File: config.mk
export PLATFORM = sky130hd
export DESIGN_NAME = aging_priority_scheduler_flat
export DESIGN_NICKNAME = d
export VERILOG_FILES = /design/src/rtl/aps_pkg.sv /design/src/rtl/aps_if.sv /design/src/rtl/aps_front.sv /design/src/rtl/aps_back.sv /design/src/rtl/aging_priority_scheduler.sv /design/src/flat_wrapper.sv
export SDC_FILE = /design/constraint.sdc
export NUM_CORES = 1
export LEC_CHECK = 0
export BUFFER_PORTS_ARGS = -buffer_cell sky130_fd_sc_hd__buf_4
export CAP_MARGIN = 20
export CORE_MARGIN = 1
export CORE_UTILIZATION = 60
export CTS_CLUSTER_SIZE = 28
export DETAILED_ROUTE_END_ITERATION = 8
export GPL_ROUTABILITY_DRIVEN = 0
export PLACE_DENSITY = 0.76
export SLEW_MARGIN = 25
export SYNTH_ARGS = -nofsm -noshare
export SYNTH_HDL_FRONTEND = slang
export SYNTH_SLANG_ARGS = --single-unit
File: constraint.sdc
create_clock -name clk -period 8.82 [get_ports clk]
set_input_delay 0.882 -clock clk [delete_from_list [all_inputs] [get_ports clk]]
set_output_delay 0.882 -clock clk [all_outputs]
set_load 0.03 [all_outputs]
File: src/rtl/aps_pkg.sv
// Shared types and constants for the aging priority scheduler.
package aps_pkg;

	// Default number of task slots
	localparam int MaxTasksDef = 16;

	// Register reset values
	localparam logic [7:0] QUANTUM_RST = 8'd20;
	localparam logic [3:0] AGING_RST   = 4'd1;

	// Static priority limits
	localparam logic signed [5:0] PRIO_MAX = 6'sd19;
	localparam logic signed [5:0] PRIO_MIN = -6'sd20;

	// Saturation floor of the dynamic priority
	localparam logic signed [8:0] DYN_FLOOR = -9'sd128;

	// Register indexes on the APB port
	localparam logic REG_QUANTUM = 1'b0;
	localparam logic REG_AGING   = 1'b1;

	typedef enum logic [1:0] {
		ACT_READY   = 2'd0,
		ACT_PICK    = 2'd1,
		ACT_TICK    = 2'd2,
		ACT_SETPRIO = 2'd3
	} action_t;

	// Decoded command held in the front queue
	typedef struct packed {
		action_t            op;
		logic [3:0]         slot;
		logic               slot_ok;
		logic               new_task;
		logic signed [5:0]  prio;
	} cmd_t;

	typedef enum logic {
		ST_IDLE = 1'b0,
		ST_SCAN = 1'b1
	} back_state_t;

endpackage

File: src/rtl/aps_if.sv
// Item channels of the scheduler: request and response interfaces.
interface aps_req_if;
	logic              valid;
	logic              ready;
	logic [1:0]        action;
	logic [3:0]        task_slot;
	logic              new_task;
	logic signed [5:0] priority_req;

	modport source(output valid, action, task_slot, new_task, priority_req, input ready);
	modport sink(input valid, action, task_slot, new_task, priority_req, output ready);
endinterface

interface aps_rsp_if;
	logic       valid;
	logic       ready;
	logic [3:0] chosen_slot;
	logic       chosen_valid;
	logic       preempt;
	logic       rejected;
	logic [4:0] ready_count;

	modport source(output valid, chosen_slot, chosen_valid, preempt, rejected, ready_count,
		input ready);
	modport sink(input valid, chosen_slot, chosen_valid, preempt, rejected, ready_count,
		output ready);
endinterface

File: src/rtl/aps_front.sv
// Front end: accepts items, decodes them and buffers them in a two-entry queue.
module aps_front #(
	parameter int MAX_TASKS = aps_pkg::MaxTasksDef
) (
	input  logic           clk,
	input  logic           arst_n,
	aps_req_if.sink        req,
	output aps_pkg::cmd_t  q_head,
	output logic           q_valid,
	input  logic           q_pop
);

	aps_pkg::cmd_t     fifo_q [2];
	logic              wr_ptr_q;
	logic              rd_ptr_q;
	logic [1:0]        cnt_q;
	aps_pkg::cmd_t     dec;
	logic              push;

	// Decode: range check of the slot, saturation of the requested priority
	always_comb begin
		dec.op       = aps_pkg::action_t'(req.action);
		dec.slot     = req.task_slot;
		dec.slot_ok  = (32'(req.task_slot) < MAX_TASKS);
		dec.new_task = req.new_task;
		if (req.priority_req > aps_pkg::PRIO_MAX) begin
			dec.prio = aps_pkg::PRIO_MAX;
		end else if (req.priority_req < aps_pkg::PRIO_MIN) begin
			dec.prio = aps_pkg::PRIO_MIN;
		end else begin
			dec.prio = req.priority_req;
		end
	end

	assign req.ready = (cnt_q != 2'd2);
	assign push      = req.valid && req.ready;
	assign q_valid   = (cnt_q != 2'd0);
	assign q_head    = fifo_q[rd_ptr_q];

	// Queue storage
	always_ff @(posedge clk) begin
		if (push) begin
			fifo_q[wr_ptr_q] <= dec;
		end
	end

	// Queue pointers
	always_ff @(posedge clk or negedge arst_n) begin
		if (!arst_n) begin
			wr_ptr_q <= 1'b0;
			rd_ptr_q <= 1'b0;
			cnt_q    <= 2'd0;
		end else begin
			if (push) wr_ptr_q <= ~wr_ptr_q;
			if (q_pop) rd_ptr_q <= ~rd_ptr_q;
			case ({push, q_pop})
				2'b10:   cnt_q <= cnt_q + 2'd1;
				2'b01:   cnt_q <= cnt_q - 2'd1;
				default: cnt_q <= cnt_q;
			endcase
		end
	end

endmodule

File: src/rtl/aps_back.sv
// Back end: task tables, ready order, pick scan, tick budget and result register.
module aps_back #(
	parameter int MAX_TASKS = aps_pkg::MaxTasksDef
) (
	input  logic           clk,
	input  logic           arst_n,
	input  aps_pkg::cmd_t  q_head,
	input  logic           q_valid,
	output logic           q_pop,
	input  logic [7:0]     quantum,
	input  logic [3:0]     aging_step,
	aps_rsp_if.source      rsp
);

	localparam int SLOT_W = $clog2(MAX_TASKS);
	localparam int CNT_W  = $clog2(MAX_TASKS + 1);

	logic signed [5:0]   static_q [MAX_TASKS];
	logic signed [7:0]   dyn_q    [MAX_TASKS];
	logic [SLOT_W-1:0]   order_q  [MAX_TASKS];
	logic [MAX_TASKS-1:0] ready_q;
	logic [CNT_W-1:0]    total_q;
	logic [SLOT_W-1:0]   run_slot_q;
	logic                run_valid_q;
	logic [7:0]          budget_q;

	aps_pkg::back_state_t state_q, state_d;
	logic [CNT_W-1:0]    idx_q;
	logic [CNT_W-1:0]    best_idx_q;
	logic [SLOT_W-1:0]   best_slot_q;
	logic signed [7:0]   best_prio_q;

	logic                out_valid_q;
	logic [3:0]          out_slot_q;
	logic                out_cvalid_q;
	logic                out_preempt_q;
	logic                out_reject_q;

	logic                out_free;
	logic [SLOT_W-1:0]   cmd_slot;
	logic [SLOT_W-1:0]   scan_slot;
	logic                scan_done;
	logic                commit;
	logic                do_ready;
	logic                do_set;
	logic                rej;

	assign out_free  = !out_valid_q || rsp.ready;
	assign cmd_slot  = SLOT_W'(q_head.slot);
	assign scan_slot = order_q[idx_q[SLOT_W-1:0]];
	assign scan_done = (idx_q == total_q);
	assign commit    = (state_q == aps_pkg::ST_SCAN) && scan_done;
	assign rej       = q_head.slot_ok && ready_q[cmd_slot];
	assign do_ready  = q_pop && q_head.op == aps_pkg::ACT_READY && q_head.slot_ok
		&& !ready_q[cmd_slot] && (32'(total_q) < MAX_TASKS);
	assign do_set    = q_pop && q_head.op == aps_pkg::ACT_SETPRIO && q_head.slot_ok;

	// Sequencer: one action at a time, pick scans one order entry per cycle
	always_comb begin
		state_d = state_q;
		q_pop   = 1'b0;
		unique case (state_q)
			aps_pkg::ST_IDLE: begin
				if (q_valid && out_free) begin
					q_pop = 1'b1;
					if (q_head.op == aps_pkg::ACT_PICK && total_q != '0) begin
						state_d = aps_pkg::ST_SCAN;
					end
				end
			end
			aps_pkg::ST_SCAN: begin
				if (scan_done) state_d = aps_pkg::ST_IDLE;
			end
			default: state_d = aps_pkg::ST_IDLE;
		endcase
	end

	always_ff @(posedge clk or negedge arst_n) begin
		if (!arst_n) begin
			state_q <= aps_pkg::ST_IDLE;
		end else begin
			state_q <= state_d;
		end
	end

	// Scan registers: running minimum, strict less keeps the earliest on ties
	always_ff @(posedge clk) begin
		if (q_pop) begin
			idx_q       <= CNT_W'(1);
			best_idx_q  <= '0;
			best_slot_q <= order_q[0];
			best_prio_q <= dyn_q[order_q[0]];
		end else if (state_q == aps_pkg::ST_SCAN && !scan_done) begin
			idx_q <= idx_q + CNT_W'(1);
			if (dyn_q[scan_slot] < best_prio_q) begin
				best_idx_q  <= idx_q;
				best_slot_q <= scan_slot;
				best_prio_q <= dyn_q[scan_slot];
			end
		end
	end

	// Ready order: append on make ready, close the gap on pick
	always_ff @(posedge clk) begin
		if (do_ready) begin
			order_q[total_q[SLOT_W-1:0]] <= cmd_slot;
		end else if (commit) begin
			for (int i = 0; i < MAX_TASKS - 1; i++) begin
				if (CNT_W'(i) >= best_idx_q) order_q[i] <= order_q[i + 1];
			end
		end
	end

	// Task tables, ready set and running task
	always_ff @(posedge clk or negedge arst_n) begin
		if (!arst_n) begin
			for (int s = 0; s < MAX_TASKS; s++) begin
				static_q[s] <= '0;
				dyn_q[s]    <= '0;
			end
			ready_q     <= '0;
			total_q     <= '0;
			run_slot_q  <= '0;
			run_valid_q <= 1'b0;
			budget_q    <= '0;
		end else begin
			if (do_ready) begin
				ready_q[cmd_slot] <= 1'b1;
				total_q           <= total_q + CNT_W'(1);
				if (q_head.new_task) begin
					static_q[cmd_slot] <= '0;
					dyn_q[cmd_slot]    <= '0;
				end
			end
			if (do_set) begin
				static_q[cmd_slot] <= q_head.prio;
				dyn_q[cmd_slot]    <= {{2{q_head.prio[5]}}, q_head.prio};
			end
			// Pick with an empty ready set
			if (q_pop && q_head.op == aps_pkg::ACT_PICK && total_q == '0) begin
				run_valid_q <= 1'b0;
			end
			if (q_pop && q_head.op == aps_pkg::ACT_TICK && run_valid_q) begin
				if (budget_q <= 8'd1) begin
					budget_q    <= '0;
					run_valid_q <= 1'b0;
				end else begin
					budget_q <= budget_q - 8'd1;
				end
			end
			if (commit) begin
				for (int s = 0; s < MAX_TASKS; s++) begin
					logic signed [8:0] aged;
					aged = $signed({dyn_q[s][7], dyn_q[s]}) - $signed({5'b0, aging_step});
					if (SLOT_W'(s) == best_slot_q) begin
						dyn_q[s] <= {{2{static_q[s][5]}}, static_q[s]};
					end else if (ready_q[s]) begin
						dyn_q[s] <= (aged < aps_pkg::DYN_FLOOR) ? 8'sh80 : aged[7:0];
					end
				end
				ready_q[best_slot_q] <= 1'b0;
				total_q     <= total_q - CNT_W'(1);
				run_slot_q  <= best_slot_q;
				run_valid_q <= 1'b1;
				budget_q    <= quantum;
			end
		end
	end

	// Result register
	always_ff @(posedge clk or negedge arst_n) begin
		if (!arst_n) begin
			out_valid_q <= 1'b0;
		end else if ((q_pop && !(q_head.op == aps_pkg::ACT_PICK && total_q != '0)) || commit) begin
			out_valid_q <= 1'b1;
		end else if (rsp.ready) begin
			out_valid_q <= 1'b0;
		end
	end

	always_ff @(posedge clk) begin
		if (commit) begin
			out_slot_q    <= 4'(best_slot_q);
			out_cvalid_q  <= 1'b1;
			out_preempt_q <= 1'b0;
			out_reject_q  <= 1'b0;
		end else if (q_pop) begin
			out_slot_q    <= '0;
			out_cvalid_q  <= 1'b0;
			out_preempt_q <= (q_head.op == aps_pkg::ACT_TICK) && run_valid_q
				&& (budget_q <= 8'd1);
			out_reject_q  <= (q_head.op == aps_pkg::ACT_READY) && rej;
		end
	end

	assign rsp.valid        = out_valid_q;
	assign rsp.chosen_slot  = out_slot_q;
	assign rsp.chosen_valid = out_cvalid_q;
	assign rsp.preempt      = out_preempt_q;
	assign rsp.rejected     = out_reject_q;
	assign rsp.ready_count  = 5'(total_q);

	// Ready count always equals the number of ready slots
	a_count: assert property (@(posedge clk) disable iff (!arst_n)
		$countones(ready_q) == 32'(total_q))
		else $error("ready count out of step with ready set");

	// Scan never runs past the end of the ready order
	a_scan_idx: assert property (@(posedge clk) disable iff (!arst_n)
		state_q == aps_pkg::ST_SCAN |-> idx_q <= total_q && total_q != '0)
		else $error("scan index beyond ready order");

	// A finished pick leaves its task running with a fresh budget
	a_commit: assert property (@(posedge clk) disable iff (!arst_n)
		commit |=> run_valid_q && run_slot_q == $past(best_slot_q) && budget_q == $past(quantum))
		else $error("pick did not load running task");

	// No pop while a scan is in progress
	a_no_pop_scan: assert property (@(posedge clk) disable iff (!arst_n)
		state_q == aps_pkg::ST_SCAN |-> !q_pop)
		else $error("queue popped during scan");

endmodule

File: src/rtl/aging_priority_scheduler.sv
// Top level of the aging priority scheduler: APB registers, front queue and back end.
// Items enter through a decoding front end with a two-entry queue, so the next item is
// taken while a result waits. The back end runs one item at a time: make ready, set
// priority, tick and a pick with nothing ready need no scan; a pick walks the ready
// order one entry per cycle to find the lowest dynamic priority. Registers:
// quantum_ticks at byte 0, aging_step at byte 4; write them only while the block is idle.
module aging_priority_scheduler #(
	parameter int MAX_TASKS = aps_pkg::MaxTasksDef
) (
	input  logic        clk,
	input  logic        arst_n,
	aps_req_if.sink     req,
	aps_rsp_if.source   rsp,
	input  logic        psel,
	input  logic        penable,
	input  logic        pwrite,
	input  logic [2:0]  paddr,
	input  logic [31:0] pwdata,
	output logic [31:0] prdata,
	output logic        pready
);

	logic [7:0]     quantum_q;
	logic [3:0]     aging_q;
	aps_pkg::cmd_t  q_head;
	logic           q_valid;
	logic           q_pop;

	assign pready = 1'b1;

	// Configuration registers
	always_ff @(posedge clk or negedge arst_n) begin
		if (!arst_n) begin
			quantum_q <= aps_pkg::QUANTUM_RST;
			aging_q   <= aps_pkg::AGING_RST;
		end else if (psel && penable && pwrite) begin
			unique case (paddr[2])
				aps_pkg::REG_QUANTUM: quantum_q <= pwdata[7:0];
				aps_pkg::REG_AGING:   aging_q   <= pwdata[3:0];
				default: ;
			endcase
		end
	end

	// Register read
	always_comb begin
		unique case (paddr[2])
			aps_pkg::REG_QUANTUM: prdata = {24'b0, quantum_q};
			aps_pkg::REG_AGING:   prdata = {28'b0, aging_q};
			default:              prdata = '0;
		endcase
	end

	aps_front #(.MAX_TASKS(MAX_TASKS)) u_front (
		.clk     (clk),
		.arst_n  (arst_n),
		.req     (req),
		.q_head  (q_head),
		.q_valid (q_valid),
		.q_pop   (q_pop)
	);

	aps_back #(.MAX_TASKS(MAX_TASKS)) u_back (
		.clk        (clk),
		.arst_n     (arst_n),
		.q_head     (q_head),
		.q_valid    (q_valid),
		.q_pop      (q_pop),
		.quantum    (quantum_q),
		.aging_step (aging_q),
		.rsp        (rsp)
	);

endmodule
File: src/flat_wrapper.sv
// flat-port wrapper written by rule: the top's interface ports become plain ports
module aging_priority_scheduler_flat 
#(
	parameter int MAX_TASKS = aps_pkg::MaxTasksDef
)
  (clk, arst_n, psel, penable, pwrite, paddr, pwdata, prdata, pready, req_valid, req_action, req_task_slot, req_new_task, req_priority_req, req_ready, rsp_valid, rsp_chosen_slot, rsp_chosen_valid, rsp_preempt, rsp_rejected, rsp_ready_count, rsp_ready);
  aps_req_if req_i ();
  aps_rsp_if rsp_i ();
  input  logic clk;
  input  logic arst_n;
  input  logic psel;
  input  logic penable;
  input  logic pwrite;
  input  logic [2:0] paddr;
  input  logic [31:0] pwdata;
  output logic [31:0] prdata;
  output logic pready;
  input wire logic [$bits(req_i.valid)-1:0] req_valid;
  input wire logic [$bits(req_i.action)-1:0] req_action;
  input wire logic [$bits(req_i.task_slot)-1:0] req_task_slot;
  input wire logic [$bits(req_i.new_task)-1:0] req_new_task;
  input wire logic [$bits(req_i.priority_req)-1:0] req_priority_req;
  output wire logic [$bits(req_i.ready)-1:0] req_ready;
  output wire logic [$bits(rsp_i.valid)-1:0] rsp_valid;
  output wire logic [$bits(rsp_i.chosen_slot)-1:0] rsp_chosen_slot;
  output wire logic [$bits(rsp_i.chosen_valid)-1:0] rsp_chosen_valid;
  output wire logic [$bits(rsp_i.preempt)-1:0] rsp_preempt;
  output wire logic [$bits(rsp_i.rejected)-1:0] rsp_rejected;
  output wire logic [$bits(rsp_i.ready_count)-1:0] rsp_ready_count;
  input wire logic [$bits(rsp_i.ready)-1:0] rsp_ready;
  assign req_i.valid = req_valid;
  assign req_i.action = req_action;
  assign req_i.task_slot = req_task_slot;
  assign req_i.new_task = req_new_task;
  assign req_i.priority_req = req_priority_req;
  assign req_ready = req_i.ready;
  assign rsp_valid = rsp_i.valid;
  assign rsp_chosen_slot = rsp_i.chosen_slot;
  assign rsp_chosen_valid = rsp_i.chosen_valid;
  assign rsp_preempt = rsp_i.preempt;
  assign rsp_rejected = rsp_i.rejected;
  assign rsp_ready_count = rsp_i.ready_count;
  assign rsp_i.ready = rsp_ready;
  aging_priority_scheduler #(.MAX_TASKS(MAX_TASKS)) u_core (.clk(clk), .arst_n(arst_n), .req(req_i), .rsp(rsp_i), .psel(psel), .penable(penable), .pwrite(pwrite), .paddr(paddr), .pwdata(pwdata), .prdata(prdata), .pready(pready));
endmodule
==> flow_metrics.py <==
metrics = {
    "outcome": {
        "outcome": "completed",
    },
    "routing": {
        "drtAntennaViolNets": 0,
        "viasPerCell": 6.99,
        "drtIter0Drc": 3089,
        "vias": 22400,
        "drt_pass1_iterations": 7,
        "avgRoutedWirePerCell_microns": 24.7,
        "drc": 0,
        "routed_wl_microns": 79300,
    },
    "placed_design": {
        "portBuffers": 50,
        "dpl_cell_area_sq_um": 25500,
        "post-place-ws_ps": 2320,
        "hpwl_microns": 53000,
    },
    "die": {
        "dieHeight_microns": 206,
        "rows": 74,
        "die_w_microns": 206,
        "dieArea_sq_um": 42200,
        "core_sq_um": 40800,
        "pin_count": 102,
        "initial_utilization_pct": 60.9,
    },
    "cts": {
        "worstSkewPairLatency_ps": 610,
        "clock-root-buffer": "clkbuf_16",
        "cts_buffers": 45,
        "cts_tree": "done",
        "clkTransAtPathRegs_ps": 60,
        "cts.sinks": 395,
        "postCtsHoldBufs": 0,
        "htree_levels": 2,
        "cts_buffer_depth": 3,
        "post_cts_resized": 0,
        "postCtsSetupRepairBufs": 0,
    },
    "logic_synthesis": {
        "synthMostInstantiatedCell": "nand2_1",
        "syn_area_per_cell_sq_um": 9.38,
        "synth_ff_type": "dfrtp_1",
        "ys_warn_count": 0,
        "synth.area.top_cells": "dfrtp_1, edfxtp_1, nand2_1",
        "syn_inst": 2650,
        "synth-seq-cells": 395,
        "synth-edff-count": 106,
        "yosysTopAreaCell": "dfrtp_1",
        "synth_top_area_share_pct": 27.1,
        "synth_cell_types": 73,
        "seq_area_frac_synth_pct": 41.6,
        "synthTopCellsByCount": "nand2_1, dfrtp_1, a21oi_1",
        "syn_area_sq_um": 24800,
        "ys_async_sr_fraction_pct": 68.9,
    },
    "sta": {
        "period_needed_ps": 6330,
        "fin_skew_ps": 23.0,
        "fmaxAchievable_mhz": 158,
        "finalSetupTns_ps": 0,
        "finalSetupViolCount": 0,
        "rsz0062_at_grt": "false",
        "setup_ws_ps": 2490,
        "finalHoldViolations": 0,
        "slew_headroom_pct": 28.9,
        "worstMarginPinSlew_ps": 1070,
        "timing.final.crit_share_pct": 71.8,
        "maxSlewViolCount": 0,
    },
    "power_and_ir_drop": {
        "peakVddDrop_v": 0.000255,
        "finalPower_mw": 11.0,
        "power_density_nw_per_um2": 406,
        "p_leak_nw": 11.3,
    },
    "grt": {
        "grt-ovfl-total": 0,
        "grt_max_degree": 119,
        "grt_pass1_wl_microns": 122000,
        "grtUsageTotal_pct": 38.1,
        "grt_pass1_vias": 21400,
        "antenna_found_initial": 1,
    },
    "critical_path": {
        "crit_path_max_fanout": 34,
        "crit_type": "reg -> reg",
        "crit_required_ps": 9060,
        "critical_path_arrival_ps": 6570,
        "end_kind": "flop",
        "cp-start-kind": "flop",
    },
    "finish": {
        "fin_nets": 2790,
        "final_cell_area_sq_um": 27200,
        "multiInputGateArea_sq_um": 13600,
        "regArea_sq_um": 10300,
        "num-fill-cells": 3165,
        "syn2layout_area_growth_pct": 9.29,
        "drive_gt1_share_pct": 11.8,
        "num_antenna_cells": 0,
    },
    "worst_hold_path": {
        "hold_class": "in -> async",
    },
    "job": {
        "drv_cap": 0,
    },
}
[metrics by stage]
step | utilization (%) | instances | hold WS [ps]
after floorplan | - | 2673 | 441
after global placement | 62.5 | 3123 | 444
after CTS | 66.4 | 3206 | 430
final | 66.5 | 3207 | 199
after detailed placement | 62.5 | 3123 | 456
after global routing | 66.5 | 3207 | 229
[final cells by class]
type | count | share of cell area [%]
clock buffers | 65 | 4.96
clock inverters | 18 | 0.908
inverters | 87 | 1.21
multi-input cells | 2025 | 49.9
flip-flops and latches | 395 | 38.1
well taps | 532 | 2.45
repair buffers | 85 | 2.48
[where the power goes]
| group | total, mW | switching [mW] | internal [mW] | leakage [nW] |
|---|---|---|---|---|
| combinational | 5.37 | 3.27 | 2.09 | 5.97 |
| sequential | 3.63 | 1.00 | 2.63 | 4.58 |
| clock | 2.02 | 0.810 | 1.21 | 0.785 |
| total | 11.0 | 5.09 | 5.94 | 11.3 |
[logic make-up (layout without fill, tap and decap cells)]
group | Yosys count | count (layout) | synth area share [%]
flip-flops | 395 | 395 | 41.6
buffers and inverters | 253 | 255 | 4.40
AND/OR/NAND/NOR | 893 | 893 | 16.2
multiplexers | 154 | 154 | 9.58
XOR/XNOR | 75 | 75 | 2.64
AO/OA/AOI/OAI | 782 | 782 | 20.2
adder cells (fa/ha/maj) | 96 | 96 | 5.35
other | 2 | 25 | 0.0302
[sequential cells by signal (all words and copies together), names as in the netlist, 5 cells and up, named ones only]
signal,flops
u_core.u_back.dyn_q,128
u_core.u_back.static_q,96
u_core.u_back.order_q,64
u_core.u_front.fifo_q,26
u_core.u_back.ready_q,16
u_core.quantum_q,8
u_core.u_back.best_prio_q,8
u_core.u_back.budget_q,8
u_core.u_back.best_idx_q,5
u_core.u_back.idx_q,5
u_core.u_back.rsp.ready_count,5
[routing by layer]
| layer | GRT usage, % | wire, microns | part of all wire [%] |
|---|---|---|---|
| met4 | 21.9 | 5120 | 6.5 |
| met1 | 50.7 | 30000 | 38 |
| met5 | 0.119 | 13 | 0.016 |
| met3 | 8.89 | 9190 | 12 |
| met2 | 57.0 | 35000 | 44 |
[worst paths after layout]
| kind | to | slack, ps | cells after the start |
|---|---|---|---|
| worst max-delay path | u_core.u_back.best_prio_q[7]$_DFFE_PP_ | 2490 | 18 |
| worst min-delay path | u_core.u_back.static_q[94]$_DFF_PN0_ | 200 | 1 |
| worst max register to register | u_core.u_back.best_prio_q[7]$_DFFE_PP_ | 2490 | 18 |
| worst min register to register | u_core.u_back.static_q[50]$_DFF_PN0_ | 470 | 2 |
| max in group asynchronous | u_core.u_back.static_q[8]$_DFF_PN0_ | 7470 | 2 |
| min in group clk | u_core.u_front.fifo_q[1][10]$_DFFE_PP_ | 460 | 1 |
[cells in the final DEF, fill, tap and decap left out, types with 14 or more instances in the layout]
cell       count
a211o_1       18
a211oi_1      21
a21o_1        26
a21oi_1      259
a221o_1       16
a221oi_1      24
a22o_1        63
a22oi_1       38
buf_4         81
clkbuf_16     47
conb_1        25
dfrtp_1      269
dfxtp_1       17
edfxtp_1     106
fa_1          17
ha_1          79
inv_1         83
mux2_2        50
mux2i_1       41
mux4_2        61
nand2_1      384
nand2b_1      30
nand3_1       97
nand4_1       30
nor2_1       196
nor2b_1       32
nor3_1        29
o211ai_1      45
o21a_1        17
o21ai_0      164
o22ai_1       15
o31ai_1       14
xnor2_1       37
xor2_1        38
[worst max-delay path, stage by stage, from the launching register on]
cell      delay, ps
dfxtp_1         800
mux4_2          620
mux2i_2         200
buf_4           390
a21o_2          650
buf_4           320
nand2_1          70
nand3_1          80
nand4_1         120
o21ai_0         150
ha_1            300
a21o_1          170
a21oi_1         150
nand3_1          90
o21ai_0         100
o211ai_1        210
or4b_2          710
o22a_1          300
nand3_1         510
No activity file was read; power rests on OpenSTA's default activity.
